File: src/design/tomasulo_reservation_station_unit_defines.svh
// ----------------------------------------------------------------------------
// Reservation station assertion macros
// Shared property forms for the reservation station checks.
// ----------------------------------------------------------------------------
`ifndef TOMASULO_RESERVATION_STATION_UNIT_DEFINES_SVH
`define TOMASULO_RESERVATION_STATION_UNIT_DEFINES_SVH

// antecedent implies consequent in the same cycle
`define TRS_ASSERT_SAME(label, clk, rst, ante, cons) \
  label: assert property (@(posedge clk) disable iff (rst) (ante) |-> (cons)) \
    else $error("reservation station check failed");

// antecedent implies consequent in the next cycle
`define TRS_ASSERT_NEXT(label, clk, rst, ante, cons) \
  label: assert property (@(posedge clk) disable iff (rst) (ante) |=> (cons)) \
    else $error("reservation station check failed");

`endif

File: src/design/trs_pkg.sv
// ----------------------------------------------------------------------------
// Reservation station package
// Types, constants and tag helpers shared by the reservation station.
// ----------------------------------------------------------------------------
`default_nettype none

package trs_pkg;

  localparam int ENTRIES   = 2;
  localparam int FIRST_TAG = 4;
  localparam int TAG_W     = 3;
  localparam int OP_W      = 4;
  localparam int VAL_W     = 32;

  typedef logic [TAG_W-1:0] tag_t;
  typedef logic [OP_W-1:0]  iop_t;

  typedef enum logic [1:0] {
    CMD_TICK     = 2'd0,
    CMD_ISSUE    = 2'd1,
    CMD_CAPTURE  = 2'd2,
    CMD_DISPATCH = 2'd3
  } cmd_op_t;

  typedef enum logic [2:0] {
    ST_EMPTY   = 3'd0,
    ST_WAIT    = 3'd1,
    ST_READY   = 3'd2,
    ST_DISP    = 3'd3,
    ST_RETIRED = 3'd4
  } ent_state_t;

  typedef struct packed {
    logic [1:0]              opcode;
    iop_t                    instr_op;
    tag_t                    src_a_tag;
    logic signed [VAL_W-1:0] src_a_value;
    tag_t                    src_b_tag;
    logic signed [VAL_W-1:0] src_b_value;
    tag_t                    bcast_tag;
    logic signed [VAL_W-1:0] bcast_value;
  } cmd_item_t;

  typedef struct packed {
    tag_t                    issued_tag;
    logic                    has_free;
    logic                    dispatch_valid;
    iop_t                    out_instr_op;
    logic signed [VAL_W-1:0] out_a_value;
    logic signed [VAL_W-1:0] out_b_value;
    tag_t                    out_dest_tag;
  } res_item_t;

  typedef struct packed {
    logic tick;
    logic load;
    logic capture;
    logic take;
  } ent_ctrl_t;

  typedef struct packed {
    ent_state_t              state;
    ent_state_t              state_next;
    iop_t                    op;
    logic signed [VAL_W-1:0] a_value;
    logic signed [VAL_W-1:0] b_value;
  } ent_stat_t;

  function automatic tag_t own_tag(input int idx);
    return tag_t'((FIRST_TAG + idx) % 8);
  endfunction

endpackage

`default_nettype wire

File: src/design/trs_entry.sv
// ----------------------------------------------------------------------------
// Reservation station entry
// State, operation and source operands of one entry, with tick, issue,
// capture and dispatch updates.
// ----------------------------------------------------------------------------
`default_nettype none

module trs_entry (
  input  wire logic              clk,
  input  wire logic              rst,
  input  wire trs_pkg::tag_t     own_tag,
  input  wire trs_pkg::ent_ctrl_t ctrl,
  input  wire trs_pkg::cmd_item_t item,
  output trs_pkg::ent_stat_t     stat
);

  import trs_pkg::*;

  ent_state_t              state, state_next;
  iop_t                    op, op_next;
  tag_t                    a_tag, a_tag_next;
  tag_t                    b_tag, b_tag_next;
  logic signed [VAL_W-1:0] a_value, a_value_next;
  logic signed [VAL_W-1:0] b_value, b_value_next;

  always_comb begin
    state_next   = state;
    op_next      = op;
    a_tag_next   = a_tag;
    b_tag_next   = b_tag;
    a_value_next = a_value;
    b_value_next = b_value;
    if (ctrl.tick) begin
      if (state == ST_WAIT && a_tag == '0 && b_tag == '0) begin
        state_next = ST_READY;
      end else if (state == ST_RETIRED) begin
        state_next = ST_EMPTY;
      end
    end
    if (ctrl.load) begin
      state_next   = ST_WAIT;
      op_next      = item.instr_op;
      a_tag_next   = item.src_a_tag;
      a_value_next = item.src_a_value;
      b_tag_next   = item.src_b_tag;
      b_value_next = item.src_b_value;
    end
    if (ctrl.capture) begin
      if (own_tag == item.bcast_tag) begin
        state_next = ST_RETIRED;
      end
      if (a_tag == item.bcast_tag) begin
        a_tag_next   = '0;
        a_value_next = item.bcast_value;
      end
      if (b_tag == item.bcast_tag) begin
        b_tag_next   = '0;
        b_value_next = item.bcast_value;
      end
    end
    if (ctrl.take) begin
      state_next = ST_DISP;
    end
  end

  always_ff @(posedge clk) begin
    if (rst) begin
      state <= ST_EMPTY;
      a_tag <= '0;
      b_tag <= '0;
    end else begin
      state <= state_next;
      a_tag <= a_tag_next;
      b_tag <= b_tag_next;
    end
  end

  always_ff @(posedge clk) begin
    op      <= op_next;
    a_value <= a_value_next;
    b_value <= b_value_next;
  end

  assign stat.state      = state;
  assign stat.state_next = state_next;
  assign stat.op         = op;
  assign stat.a_value    = a_value;
  assign stat.b_value    = b_value;

endmodule

`default_nettype wire

File: src/design/trs_pick.sv
// ----------------------------------------------------------------------------
// Reservation station lowest-entry picker
// One-hot grant of the lowest requesting entry.
// ----------------------------------------------------------------------------
`default_nettype none

module trs_pick (
  input  wire logic [trs_pkg::ENTRIES-1:0] req,
  output logic [trs_pkg::ENTRIES-1:0]      grant,
  output logic                             found
);

  import trs_pkg::*;

  logic [ENTRIES:0] taken;

  always_comb begin
    taken[0] = 1'b0;
    for (int i = 0; i < ENTRIES; i++) begin
      grant[i]   = req[i] & ~taken[i];
      taken[i+1] = taken[i] | req[i];
    end
  end

  assign found = taken[ENTRIES];

endmodule

`default_nettype wire

File: src/design/tomasulo_reservation_station_unit.sv
// ----------------------------------------------------------------------------
// Tomasulo reservation station
// Command channel in (cmd), one result per command out (res). A command
// transfer lands in an input register; the next cycle the entries are
// updated and the result register is loaded, provided the result register
// is empty or its result transfers in that cycle. One command per cycle
// is sustained while res_stall is low, as a single update pass covers
// all entries.
// Commands: tick, issue to lowest empty entry, capture broadcast (tag 0
// ignored), dispatch of lowest ready entry. Every result carries has_free
// for the state after that command.
// Reset empties all entries and clears the valid flags of both registers. When res_stall is
// held, the result stays in place, one more command waits in the input
// register, and cmd_stall then rises until the result transfers.
// ----------------------------------------------------------------------------
`default_nettype none

`include "tomasulo_reservation_station_unit_defines.svh"

module tomasulo_reservation_station_unit (
  input  wire logic               clk,
  input  wire logic               rst,
  input  wire logic               cmd_valid,
  output logic                    cmd_stall,
  input  wire trs_pkg::cmd_item_t cmd,
  output logic                    res_valid,
  input  wire logic               res_stall,
  output trs_pkg::res_item_t      res
);

  import trs_pkg::*;

  cmd_item_t  cmd_q;
  logic       cmd_q_valid;
  logic       proc;
  logic       cmd_take;
  res_item_t  res_next;

  logic       do_tick, do_issue, do_capture, do_dispatch;

  ent_ctrl_t  ctrl [ENTRIES];
  ent_stat_t  stat [ENTRIES];
  logic [ENTRIES-1:0] empty_req, ready_req, empty_grant, ready_grant, free_next;
  logic       empty_found, ready_found;

  assign cmd_stall = cmd_q_valid & res_valid & res_stall;
  assign cmd_take  = cmd_valid & ~cmd_stall;
  assign proc      = cmd_q_valid & ~(res_valid & res_stall);

  always_ff @(posedge clk) begin
    if (rst) begin
      cmd_q_valid <= 1'b0;
    end else begin
      cmd_q_valid <= cmd_take | (cmd_q_valid & ~proc);
    end
  end

  always_ff @(posedge clk) begin
    if (cmd_take) begin
      cmd_q <= cmd;
    end
  end

  always_comb begin
    do_tick     = 1'b0;
    do_issue    = 1'b0;
    do_capture  = 1'b0;
    do_dispatch = 1'b0;
    unique case (cmd_op_t'(cmd_q.opcode))
      CMD_TICK:     do_tick     = proc;
      CMD_ISSUE:    do_issue    = proc;
      CMD_CAPTURE:  do_capture  = proc & (cmd_q.bcast_tag != '0);
      CMD_DISPATCH: do_dispatch = proc;
      default:      do_tick     = 1'b0;
    endcase
  end

  for (genvar g = 0; g < ENTRIES; g++) begin : g_ent
    assign empty_req[g] = (stat[g].state == ST_EMPTY);
    assign ready_req[g] = (stat[g].state == ST_READY);
    assign free_next[g] = (stat[g].state_next == ST_EMPTY);

    assign ctrl[g].tick    = do_tick;
    assign ctrl[g].load    = do_issue & empty_grant[g];
    assign ctrl[g].capture = do_capture;
    assign ctrl[g].take    = do_dispatch & ready_grant[g];

    trs_entry u_entry (
      .clk     (clk),
      .rst     (rst),
      .own_tag (own_tag(g)),
      .ctrl    (ctrl[g]),
      .item    (cmd_q),
      .stat    (stat[g])
    );
  end

  trs_pick u_pick_empty (
    .req   (empty_req),
    .grant (empty_grant),
    .found (empty_found)
  );

  trs_pick u_pick_ready (
    .req   (ready_req),
    .grant (ready_grant),
    .found (ready_found)
  );

  always_comb begin
    res_next                = '0;
    res_next.has_free       = |free_next;
    res_next.dispatch_valid = do_dispatch & ready_found;
    for (int i = 0; i < ENTRIES; i++) begin
      if (do_issue & empty_grant[i]) begin
        res_next.issued_tag = res_next.issued_tag | own_tag(i);
      end
      if (do_dispatch & ready_grant[i]) begin
        res_next.out_instr_op = res_next.out_instr_op | stat[i].op;
        res_next.out_a_value  = res_next.out_a_value | stat[i].a_value;
        res_next.out_b_value  = res_next.out_b_value | stat[i].b_value;
        res_next.out_dest_tag = res_next.out_dest_tag | own_tag(i);
      end
    end
  end

  always_ff @(posedge clk) begin
    if (rst) begin
      res_valid <= 1'b0;
    end else if (proc) begin
      res_valid <= 1'b1;
    end else if (!res_stall) begin
      res_valid <= 1'b0;
    end
  end

  always_ff @(posedge clk) begin
    if (proc) begin
      res <= res_next;
    end
  end

  `TRS_ASSERT_SAME(a_stall_cause, clk, rst, cmd_stall, cmd_q_valid && res_valid && res_stall)
  `TRS_ASSERT_NEXT(a_proc_result, clk, rst, proc, res_valid)
  `TRS_ASSERT_SAME(a_issue_xor_disp, clk, rst, res_valid,
                   !(res.dispatch_valid && res.issued_tag != '0))
  `TRS_ASSERT_SAME(a_one_load, clk, rst, do_issue, $onehot0(empty_grant) && (empty_found || !(|empty_req)))

endmodule

`default_nettype wire
File: config.mk
export PLATFORM = sky130hd
export DESIGN_NAME = tomasulo_reservation_station_unit
export DESIGN_NICKNAME = d
export VERILOG_FILES = /design/src/design/trs_pkg.sv /design/src/design/trs_entry.sv /design/src/design/trs_pick.sv /design/src/design/tomasulo_reservation_station_unit.sv
export VERILOG_INCLUDE_DIRS = /design/src /design/src/design
export SDC_FILE = /design/constraint.sdc
export NUM_CORES = 1
export LEC_CHECK = 0
export ABC_AREA = 1
export BUFFER_PORTS_ARGS = -buffer_cell sky130_fd_sc_hd__buf_4
export CAP_MARGIN = 15
export CORE_AREA = 8 8 159 161
export DETAILED_ROUTE_END_ITERATION = 7
export DIE_AREA = 0 0 167 169
export GPL_ROUTABILITY_DRIVEN = 0
export GPL_TIMING_DRIVEN = 0
export PLACE_DENSITY = 0.82
export SLEW_MARGIN = 10
export SYNTH_ARGS = -nofsm -noshare
export SYNTH_HDL_FRONTEND = slang
export SYNTH_SLANG_ARGS = --single-unit
File: constraint.sdc
create_clock -name clk -period 8.2 [get_ports clk]
set_input_delay 0.41 -clock clk [delete_from_list [all_inputs] [get_ports clk]]
set_output_delay 0.41 -clock clk [all_outputs]
set_load 0.03 [all_outputs]
# --- After elaboration in Yosys (flattened, before gate mapping) ---
# Index checks and enable logic that the tools add are counted.
op_classes:
  n_eq_ne: 16
  mux: 47
  bitwise_logic: 24
  reduce_logical: 15
ops:
  columns: ["op", "count"]
  rows:
  - ["$mux 32", 12]
  - ["$mux 71", 2]
  - ["$mux 3", 27]
  - ["$or 32x32->32", 2]
  - ["$logic_not 3->1", 8]
  - ["$and 1x1->1", 14]
  - ["$eq 3x3->1", 4]
  - ["$eq 3x1->1 const B", 2]
  - ["$eq 3x2->1 const B", 2]
  - ["$eq 3x3->1 const A", 2]
  - ["$eq 3x3->1 const B", 2]
  - ["$mux 1", 6]
  - ["$not 1->1", 5]
  - ["$eq 2x2->1 const B", 2]
  - ["$logic_and 1x1->1", 4]
  - ["$or 4x4->4", 1]
  - ["$reduce_bool 3->1", 1]
  - ["$eq 2x1->1 const B", 1]
  - ["$logic_not 2->1", 1]
  - ["$ne 2x1->1 const B", 1]
  - ["$or 1x1->1", 2]
  - ["$reduce_or 2->1", 1]
totals:
  regBits: 343
  in_bits: 115
  out_inout_bits: 78
  wordCells: 133

# --- Depth between registers and ports, before layout ---
# Gate-level depths: netlist of run 1.
logic_depth:
  word_depth: 11
  ltp_mapped: 11

# --- Cells and area by module ---
# A second synthesis of run 1 with hierarchy kept.
hier_totals:
  cells_unflattened: 1532
  area_unflattened_um2: 14513.9
by_module_without_submodules:
  columns: ["mod", "instances", "cells_per_inst", "area_each_um2", "seq_area_each_um2"]
  rows:
  - ["trs_entry", 2, 529, 3684.8, 1581.5]
  - ["tomasulo_reservation_station_unit", 1, 464, 7099.3, 5595.4]
  - ["trs_pick", 2, 5, 22.5, 0.0]

# --- Least setup slack after synthesis of run 1 ---
# OpenSTA, ideal clock, no wires.
synth_path:
  kind: "register to register"
  startpoint: "register res_valid"
  endpoint: "register cmd_q[0] in the netlist's numbering, enable pin"
  arrival_ps: 3006
  required_time_ps: 7735
  slack_ps: 4730
  stages_incl_launch_ff: 6
  n_path_buf: 0
  cell_sequence: "dfxtp_1 -> nand2_1 -> nor2_1 -> inv_1 -> nand2_1 -> inv_1"
synth_via:
  elab_chain_cells: 4
synth_lines:
  columns: ["element", "line", "rtl"]
  rows:
  - ["start, declared", "tomasulo_reservation_station_unit.sv:26", "output logic res_valid,"]
  - ["start signal, assigned", "tomasulo_reservation_station_unit.sv:129", "res_valid <= 1'b0;"]
  - ["start signal, assigned", "tomasulo_reservation_station_unit.sv:131", "res_valid <= 1'b1;"]
  - ["start signal, assigned", "tomasulo_reservation_station_unit.sv:133", "res_valid <= 1'b0;"]
  - ["$and 1x1->1 (2 in series)", "tomasulo_reservation_station_unit.sv:46", "assign cmd_stall = cmd_q_valid & res_valid & res_stall;"]
  - ["net cmd_stall", "tomasulo_reservation_station_unit.sv:24", "output logic cmd_stall,"]
  - ["$not 1->1", "tomasulo_reservation_station_unit.sv:47", "assign cmd_take = cmd_valid & ~cmd_stall;"]
  - ["$and 1x1->1", "tomasulo_reservation_station_unit.sv:47", null]
  - ["net cmd_take", "tomasulo_reservation_station_unit.sv:36", "logic cmd_take;"]
  - ["end signal, assigned", "tomasulo_reservation_station_unit.sv:60", "cmd_q <= cmd;"]
  - ["end, declared", "tomasulo_reservation_station_unit.sv:33", "cmd_item_t cmd_q;"]
# The timed path passes the listed nets, and every way through them passes these cells.
# A chain may end at the register's enable or synchronous reset.

==> impl_metrics.yaml, run 1 <==
yosys:
  yosysWarnings: 0
  syn-cell-area_um2: 13400
  synth_seq_area_share_pct: 65.2
  ys_ff_latch: 341
  yosysUniqueCellTypes: 27
  avgSynthCellArea_um2: 9.73
  syn_inst: 1381
timing:
  period_minus_slack_ns: 2.29
  slew_violations: 0
  setup_viol: 0
  fin_skew_ns: 0.0208
  worst_pin_slew_ns: 0.738
  rsz0062_at_grt: "no"
  setup_tns_ns: 0
  finalCritPeriodShare_pct: 27.9
  finalHoldViolations: 0
  clock.fmax_ghz: 0.437
  max_slew_margin_pct: 50.8
routing:
  drt_iter0_drc: 1171
  wl_um: 36200
  drc: 0
  first_pass_iters: 6
  ant_nets: 0
  routed_via_density: 5.54
  vias: 10671
  wl_per_cell_um: 18.8
final_layout:
  stdcell_count: 1927
  drive_gt1_share_pct: 17.6
  fin_nets: 1725
  area_growth_pct: 22.4
floorplan:
  start_util_pct: 58.7
  die_w_um: 167
  rows: 56
  die_area_um2: 28200
  die_h_um: 169
  pin_count: 193
  coreArea_um2: 22900
critical_path:
  arrival_ns: 2.64
  max_stage_delay_ns: 0.45
  crit_path_end_kind: "flop"
  crit_top_cell: "buf_4"
  setup.worst_path.class: "flop to flop"
  required_ns: 8.55
  cp-startpoint: "res_valid"
  crit_family: "simple AND/OR/NAND/NOR gates"
  critPathLaunchType: "flop"
  crit_buf_inv: 3
  worst-path-max-fanout: 10
  path_cells: "nand2_1, nand2_2, nor3_1, nand3_1, inv_1, buf_4, buf_4, a22o_1"
  rr_startpoint: "res_valid"
  crit_slowest_cell: "nand3_1"
job:
  drv_cap: 0
pwr:
  power_frac_comb_pct: 11.7
  peakVddDrop_uv: 200
  p_int_mw: 3.23
  powerDensity_nw_per_um2: 260
  clkPwrFrac_pct: 37.6
  p_sw_mw: 1.04
  switching_share_pct: 24.3
  seqPwrFrac_pct: 50.7
  p_leak_nw: 7.38
global_route:
  gr-total-overflow: 0
  antenna_found_initial: 1
  grt_max_degree: 72
  grt.total_usage_pct: 25.2
  grt_pass1_vias: 10589
  grt_first_pass_wirelength_um: 56300
worst_hold_path:
  min_from: "cmd[91]"
  min_path_type: "input port to flop"
clocking:
  cts_tree: "done"
  cts_setup_buffers: 0
  clkTransAtPathRegs_ns: 0.06
  clock_path_buffers: 3
  cts_buffers: 35
  root_buffer: "clkbuf_16"
  post_cts_resized: 0
  clock-sinks: 341
  cts_hold_buf: 0
  htreeDepth: 2
  worstSkewPairLatency_ns: 0.52
run_status:
  status: "complete, no violations"
place:
  dp.cells: 1863
  numPortBuffers: 189
  hpwl_um: 24400
[cells by family (layout without fill, tap and decap cells)]
kind of cell | after synthesis | after routing | share of synthesized area [%]
other cells | 1 | 3 | 0.0279
simple gates | 582 | 582 | 17.6
compound gates | 214 | 214 | 9.57
xor+xnor | 12 | 12 | 0.782
buf+inv | 231 | 485 | 6.88
flops | 341 | 341 | 65.2
[path summary, 6_finish.rpt]
check	slack [ns]	end	depth (start not counted)
worst max-delay path	5.91	res[55]	8
worst min-delay path	0.07	cmd_q[91]	1
worst max register to register	5.91	res[55]	8
worst min register to register	0.44	g_ent[0].u_entry.op[2]	0
[flip-flops by register name, summed over array words and instances, names as in the netlist]
signal	flops
g_ent.u_entry.a_value	64
res	74
g_ent.u_entry.b_value	64
g_ent.u_entry.state	6
cmd_q_valid	1
g_ent.u_entry.a_tag	6
cmd_q	111
g_ent.u_entry.b_tag	6
res_valid	1
g_ent.u_entry.op	8
[metal layers]
| layer | routed length, um | global-route usage (%) | vias to the layer above |
|---|---|---|---|
| met5 | 0 | 0 | - |
| met2 | 17300 | 42.1 | 580 |
| met4 | 1610 | 12.7 | 0 |
| met1 | 14100 | 30.6 | 4954 |
| li1 | - | - | 5025 |
| met3 | 3200 | 5.36 | 112 |
[power by group through the flow]
stage | registers [mW] | logic (mW) | clock network (mW)
detailed placement | 2.19 | 0.487 | 0
CTS | 2.16 | 0.497 | 1.62
floorplan | 2.19 | 0.323 | 0
finish | 2.16 | 0.501 | 1.60
global route | 2.18 | 0.571 | 1.69
global placement | 2.19 | 0.451 | 0
[Yosys cell counts (all sizes together)]
library cell	instances	area, um^2
nor3	8	56.3
nor2	87	329
xnor2	4	35.0
nand4	34	213
dfxtp	148	2960
o21ai	64	320
nand2	411	1550
a22o	36	315
xor2	8	70.1
conb	1	3.75
clkbuf	44	165
a21oi	82	410
nand3	41	210
o211ai	32	240
nand3b	1	7.51
buf	37	196
edfxtp	193	5800
inv	149	559
clkinv	1	3.75
[worst reg2reg max path: cells and delay by family, from the launching register on]
family,cells,cell delay (ns)
flip-flops,1,0.31
AO/OA/AOI/OAI,1,0.21
AND/OR/NAND/NOR,4,0.97
buffers and inverters,3,0.64
[cells in the final DEF, fill, tap and decap left out, drive strengths merged]
| master | Yosys | routed |
|---|---|---|
| a22o | 36 | 36 |
| nor2 | 87 | 87 |
| nand3b | 1 | 1 |
| xnor2 | 4 | 4 |
| nand4 | 34 | 34 |
| clkinvlp | 0 | 1 |
| xor2 | 8 | 8 |
| diode | 0 | 1 |
| buf | 37 | 228 |
| nand3 | 41 | 41 |
| nand2 | 411 | 411 |
| nor3 | 8 | 8 |
| clkbuf | 44 | 98 |
| bufinv | 0 | 3 |
| o211ai | 32 | 32 |
| conb | 1 | 2 |
| a21oi | 82 | 82 |
| edfxtp | 193 | 193 |
| clkinv | 1 | 6 |
| dfxtp | 148 | 148 |
| inv | 149 | 149 |
| o21ai | 64 | 64 |
[area by class of cell]
class	count	area, um^2
diodes	1	2.50
plain buffers	81	362
clock buffers	54	1040
clock inverters	9	121
fillers	1635	6460
inverters	150	571
multi-input cells	810	3760
flip-flops and latches	341	8760
well taps	290	363
repair buffers	191	1470
[per-stage QoR]
step                power [mW]  hold WS, ns  util, %  setup slack, ns  area [um^2]
floorplan                 2.51        0.421        -             4.73        13400
global placement          2.64        0.424     66.5             3.66        15200
detailed placement        2.68        0.437     66.7             5.77        15300
CTS                       4.28       0.0557     71.8             5.94        16400
global route              4.44       0.0490     71.8             5.73        16400
finish                    4.27       0.0662     71.8             5.91        16400
Power figures use the tool's default switching activity.
==> run 2, diff against run 1 <==
--- a/config.mk
+++ b/config.mk
@@ -9,12 +9,12 @@
 export ABC_AREA = 1
 export BUFFER_PORTS_ARGS = -buffer_cell sky130_fd_sc_hd__buf_4
 export CAP_MARGIN = 15
-export CORE_AREA = 8 8 159 161
+export CORE_AREA = 8 8 172 174
 export DETAILED_ROUTE_END_ITERATION = 7
-export DIE_AREA = 0 0 167 169
+export DIE_AREA = 0 0 180 182
 export GPL_ROUTABILITY_DRIVEN = 0
 export GPL_TIMING_DRIVEN = 0
-export PLACE_DENSITY = 0.82
+export PLACE_DENSITY = 0.74
 export SLEW_MARGIN = 10
 export SYNTH_ARGS = -nofsm -noshare
 export SYNTH_HDL_FRONTEND = slang
==> constraint.sdc (replaced) <==
create_clock -name clk -period 2.1 [get_ports clk]
set_input_delay 0.105 -clock clk [delete_from_list [all_inputs] [get_ports clk]]
set_output_delay 0.105 -clock clk [all_outputs]
set_load 0.03 [all_outputs]
==> run 2 against run 1 <==
Net effect: first-iteration DRC count is 14% lower; routed wire length grew 5.2%; clock skew grew 0.0023 ns; critical path depth unchanged; via count rose by 3.2%; highest routed layer unchanged; final area rose by 8.3%; critical path type unchanged; hold slack improved by 0.23 ns; final cell count rose by 9.1%.
==> impl_metrics.yaml, run 2 (same netlist as run 1, synthesis figures left out) <==
floorplan:
  start_util_pct: 50.4
  pin_count: 193
  rows: 60
  die_area_um2: 32800
  die_w_um: 180
  die_h_um: 182
  coreArea_um2: 26700
timing:
  finalCritPeriodShare_pct: 97.9
  rsz0062_at_grt: "yes"
  finalHoldViolations: 0
  worst_pin_slew_ns: 0.661
  slew_violations: 0
  fin_skew_ns: 0.0232
  max_slew_margin_pct: 55.9
  clock.fmax_ghz: 0.487
  period_minus_slack_ns: 2.06
  setup_viol: 0
critical_path:
  arrival_ns: 2.33
  critPathLaunchType: "flop"
  rr_startpoint: "cmd_q[110]"
  required_ns: 2.38
  setup.worst_path.class: "flop to flop"
  worst-path-max-fanout: 10
  crit_path_end_kind: "flop"
  cp-startpoint: "cmd_q[110]"
  reg2reg_depth: 8
routing:
  wl_um: 38100
  drc: 0
  vias: 11015
  wl_per_cell_um: 18.1
  drt_iter0_drc: 1012
  first_pass_iters: 5
  routed_via_density: 5.24
  ant_nets: 0
final_layout:
  fin_nets: 1848
  final_cell_mix: "nand2_1, buf_4, edfxtp_1"
  drive_gt1_share_pct: 18.4
  stdcell_count: 2102
  area_growth_pct: 32.5
  diodes: 0
  largestRegisters: "cmd_q x111, res x74"
  largest_reg_flops: 111
  regMostFlops: "cmd_q"
  final_common_cell: "nand2_1"
pwr:
  p_total_mw: 16.7
  powerDensity_nw_per_um2: 938
  power_frac_comb_pct: 12.7
  clkPwrFrac_pct: 36.8
  p_leak_nw: 7.95
  p_sw_mw: 4.12
  p_int_mw: 12.6
  switching_share_pct: 24.7
  peakVddDrop_uv: 594
  seqPwrFrac_pct: 50.5
place:
  dp.cells: 1917
  numPortBuffers: 189
  hpwl_um: 25000
global_route:
  grt_first_pass_wirelength_um: 59100
  grt_max_degree: 38
  grt_pass1_vias: 11205
  grt.total_usage_pct: 22.6
  gr-total-overflow: 0
  antenna_found_initial: 0
clocking:
  htreeDepth: 2
  cts_tree: "done"
  clock_path_buffers: 3
  cts_buffers: 37
  worstSkewPairLatency_ns: 0.52
  clock-sinks: 341
  clkTransAtPathRegs_ns: 0.06
  root_buffer: "clkbuf_16"
run_status:
  status: "complete, no violations"
worst_hold_path:
  hold_depth: 2
  min_from: "cmd[96]"
  min_path_type: "input port to flop"
job:
  drv_cap: 0
## run 2: cell count changes in the layout (fill, tap and decap cells not counted), moves of 5 or more
cell,before,now
buf_2,31,20
dlygate4sd3_1,0,114
clkbuf_4,0,10
buf_4,194,199
clkbuf_2,0,17
clkbuf_1,57,39
## run 2: worst max-delay path, cell delays in order (launching register included)
cell and delay (ns):
edfxtp_1 0.43, inv_1 0.11, nor3_2 0.25, nand2_1 0.13, clkinv_1 0.18, buf_4 0.25
buf_4 0.24, nand2_1 0.06, o21ai_0 0.17
## run 2: power groups by stage
stage | Combinational, mW | Clock (mW) | Sequential [mW]
after CTS | 2.09 | 6.23 | 8.43
after floorplan | 1.26 | 0 | 8.55
final | 2.12 | 6.15 | 8.44
after global placement | 1.77 | 0 | 8.54
after detailed placement | 1.89 | 0 | 8.56
after global routing | 2.40 | 6.51 | 8.52
## run 2: layout make-up
type	count	area, um^2
buffer	81	414
clock buffer	57	1060
clock inverter	10	82.6
fill	2017	8840
inverter	150	571
multi-input combinational	810	3800
sequential	341	8760
tap	341	427
timing repair buffer	311	2680
timing repair inverter	1	5.00
## run 2: through the flow
stage | setup WS [ns] | hold WS (ns) | util, % | setup TNS, ns | cell area, um^2
after floorplan | -0.756 | 0.204 | - | -84.47 | 13500
after global placement | -1.39 | 0.284 | 57.5 | -207.53 | 15300
after detailed placement | -0.164 | 0.284 | 57.9 | -2.45 | 15400
after CTS | 0.00307 | 0.293 | 66.6 | 0 | 17700
after global routing | -0.0462 | 0.301 | 66.8 | -0.155 | 17800
final | 0.0446 | 0.301 | 66.8 | 0 | 17800
## run 2: timing repair
action                                  CTS  global route
hold buffers                            114             0
pin swaps                                 2             1
cloned                                    0             1
endpoints found under the setup margin   48           152
hold endpoints to repair                115             0
gates resized for setup                   9            42
setup buffers                             3             0
## run 2: path summary, 6_finish.rpt
kind / endpoint / slack, ns
worst max-delay path: res[34] / 0.04
worst min-delay path: cmd_q[96] / 0.30
worst max register to register: res[34] / 0.04
worst min register to register: g_ent[0].u_entry.op[1] / 0.44
## run 2: per-layer routing
layer	GRT usage, %	up-vias	wire length, um	part of all wire [%]
met5	0	-	0	0
met4	10.8	0	1500	3.9
met3	3.83	111	2980	7.8
met2	38.2	530	18300	48
met1	27.8	5104	15300	40
li1	-	5270	-	-
==> run 3, diff against run 2 <==
--- a/config.mk
+++ b/config.mk
@@ -9,12 +9,15 @@
 export ABC_AREA = 1
 export BUFFER_PORTS_ARGS = -buffer_cell sky130_fd_sc_hd__buf_4
 export CAP_MARGIN = 15
-export CORE_AREA = 8 8 172 174
+export CELL_PAD_IN_SITES_DETAIL_PLACEMENT = 1
+export CELL_PAD_IN_SITES_GLOBAL_PLACEMENT = 2
+export CORE_AREA = 8 8 214 216
 export DETAILED_ROUTE_END_ITERATION = 7
-export DIE_AREA = 0 0 180 182
+export DIE_AREA = 0 0 222 224
 export GPL_ROUTABILITY_DRIVEN = 0
 export GPL_TIMING_DRIVEN = 0
-export PLACE_DENSITY = 0.74
+export MAX_ROUTING_LAYER = met4
+export PLACE_DENSITY_LB_ADDON = 0.1
 export SLEW_MARGIN = 10
 export SYNTH_ARGS = -nofsm -noshare
 export SYNTH_HDL_FRONTEND = slang
==> run 3 against run 2 <==
Net effect: die area increased by 52%; via count decreased by 0.70%; final cell count increased by 10%; utilization decreased by 24 points; count of clock-buffer cells in the layout unchanged; critical path type unchanged; largest cell class unchanged; highest routed layer unchanged.
==> impl_metrics.yaml, run 3 (same netlist as run 1, synthesis figures left out) <==
run_status:
  status: "complete, no violations"
critical_path:
  arrival_ns: 2.37
  crit_slowest_cell: "edfxtp_1"
  path_cells: "inv_1, nor3_2, nand2_1, clkinv_2, buf_6, buf_6, nand2_1, o21ai_1"
  crit_buf_inv: 4
  max_stage_delay_ns: 0.44
  crit_path_end_kind: "flop"
  setup.worst_path.class: "flop to flop"
  critPathLaunchType: "flop"
  worst-path-max-fanout: 10
  crit_family: "buffers and inverters"
  required_ns: 2.44
global_route:
  grt_first_pass_wirelength_um: 71000
  grt_use_met2_pct: 31.6
  grt_most_used_layer: "met2"
  antenna_found_initial: 1
  use_met3_pct: 3.68
  gr-total-overflow: 0
  grt_max_degree: 37
  grt_pass1_vias: 11714
  gr-usage-met1_pct: 23.9
  grt.total_usage_pct: 19.1
timing:
  worst_pin_slew_ns: 0.654
  slew_violations: 0
  clock.fmax_ghz: 0.493
  fin_ws_ns: 0.0717
  finalHoldViolations: 0
  period_minus_slack_ns: 2.03
  finalCritPeriodShare_pct: 96.6
  setup_tns_ns: 0
  max_slew_margin_pct: 56.4
  fin_skew_ns: 0.0187
  rsz0062_at_grt: "yes"
  setup_viol: 0
final_layout:
  fillers: 4766
  final_common_cell: "nand2_1"
  drive_gt1_share_pct: 19.4
  fin_nets: 1856
  final_cell_mix: "nand2_1, buf_4, edfxtp_1"
  area_growth_pct: 36.5
  largest_reg_flops: 111
  regMostFlops: "cmd_q"
  largestRegisters: "cmd_q x111, res x74"
routing:
  first_pass_iters: 4
  drc: 0
  ant_nets: 0
  routed_via_density: 4.71
  drt_iter0_drc: 565
  vias: 10938
  wl_per_cell_um: 20.1
  wl_um: 46500
pwr:
  power_frac_comb_pct: 12.3
  seqPwrFrac_pct: 48.5
  powerDensity_nw_per_um2: 951
  p_int_mw: 13.0
  p_sw_mw: 4.47
  switching_share_pct: 25.6
  peakVddDrop_uv: 550
  clkPwrFrac_pct: 39.3
  p_leak_nw: 8.10
job:
  drv_cap: 0
clocking:
  cts_tree: "done"
  cts_buffers: 41
  worstSkewPairLatency_ns: 0.56
  root_buffer: "clkbuf_16"
  clkTransAtPathRegs_ns: 0.06
  clock-sinks: 341
  clock_path_buffers: 3
  htreeDepth: 2
floorplan:
  pin_count: 193
  die_h_um: 224
  die_w_um: 222
  die_area_um2: 49700
  rows: 76
  start_util_pct: 31.6
  coreArea_um2: 42500
worst_hold_path:
  min_path_type: "input port to flop"
place:
  hpwl_um: 31400
  dp_slack_ns: -0.427
  numPortBuffers: 189
run 3: cell count changes in the layout (fill, tap and decap cells not counted), moves of 4 or more:
cell,before,now
clkbuf_8,6,1
clkbuf_16,37,44
buf_2,20,13
o21ai_1,1,6
buf_4,199,203
o21ai_0,63,58
clkbuf_4,10,20
clkbuf_1,39,28
clkinv_2,4,11
run 3: timing repair:
item                       CTS  global route
resized for setup           32            62
hold endpoints to repair   119             0
setup endpoints to repair  212           151
pin swaps                    2             1
hold buffers               116             0
setup buffers                5             0
run 3: per-layer routing:
layer	part of all wire (%)	wire length [um]
met2	48	22300
met4	2.2	1050
met3	4.1	1900
met1	46	21300
met5	0	0
run 3: worst paths after layout:
| path | from | slack, ns | end | cells past startpoint |
|---|---|---|---|---|
| min reg2reg | cmd_q[108] | 0.45 | g_ent[0].u_entry.op[3] | 0 |
| min | cmd[96] | 0.25 | cmd_q[96] | 2 |
| max reg2reg | cmd_q[110] | 0.07 | res[34] | 8 |
| max | cmd_q[110] | 0.07 | res[34] | 8 |
run 3: power by group through the flow:
stage	Combinational [mW]	Clock (mW)	Sequential, mW
finish	2.14	6.85	8.46
CTS	2.15	7.06	8.46
global placement	1.82	0	8.59
floorplan	1.26	0	8.55
global route	2.46	7.30	8.55
detailed placement	1.95	0	8.59
run 3: worst reg2reg max path, cell delays in order (launching register included):
cell and delay (ns):
edfxtp_1 0.44, inv_1 0.11, nor3_2 0.27, nand2_1 0.16, clkinv_2 0.18, buf_6 0.20, buf_6 0.19, nand2_1 0.07
o21ai_1 0.19
run 3: cell type report:
cell class,count,area (um^2),area share (%)
antenna,1,2.50,0.0136
buffer,81,478,2.60
clock buffer,57,1160,6.32
inverter,150,574,3.13
timing repair buffer,316,2760,15.0
clock inverter,19,119,0.648
sequential,341,8760,47.7
multi-input combinational,810,3810,20.8
tap,546,683,3.72
run 3: metrics by stage:
stage               util (%)  hold slack (ns)  instance area [um^2]  total power [mW]  cells
floorplan                  -            0.204                 13500              9.81   1382
global placement        36.6            0.283                 15600              10.4   2117
detailed placement      36.9            0.285                 15700              10.5   2123
CTS                     42.9            0.211                 18300              17.7   2320
global route            43.2            0.234                 18400              18.3   2321
finish                  43.2            0.253                 18400              17.4   2321
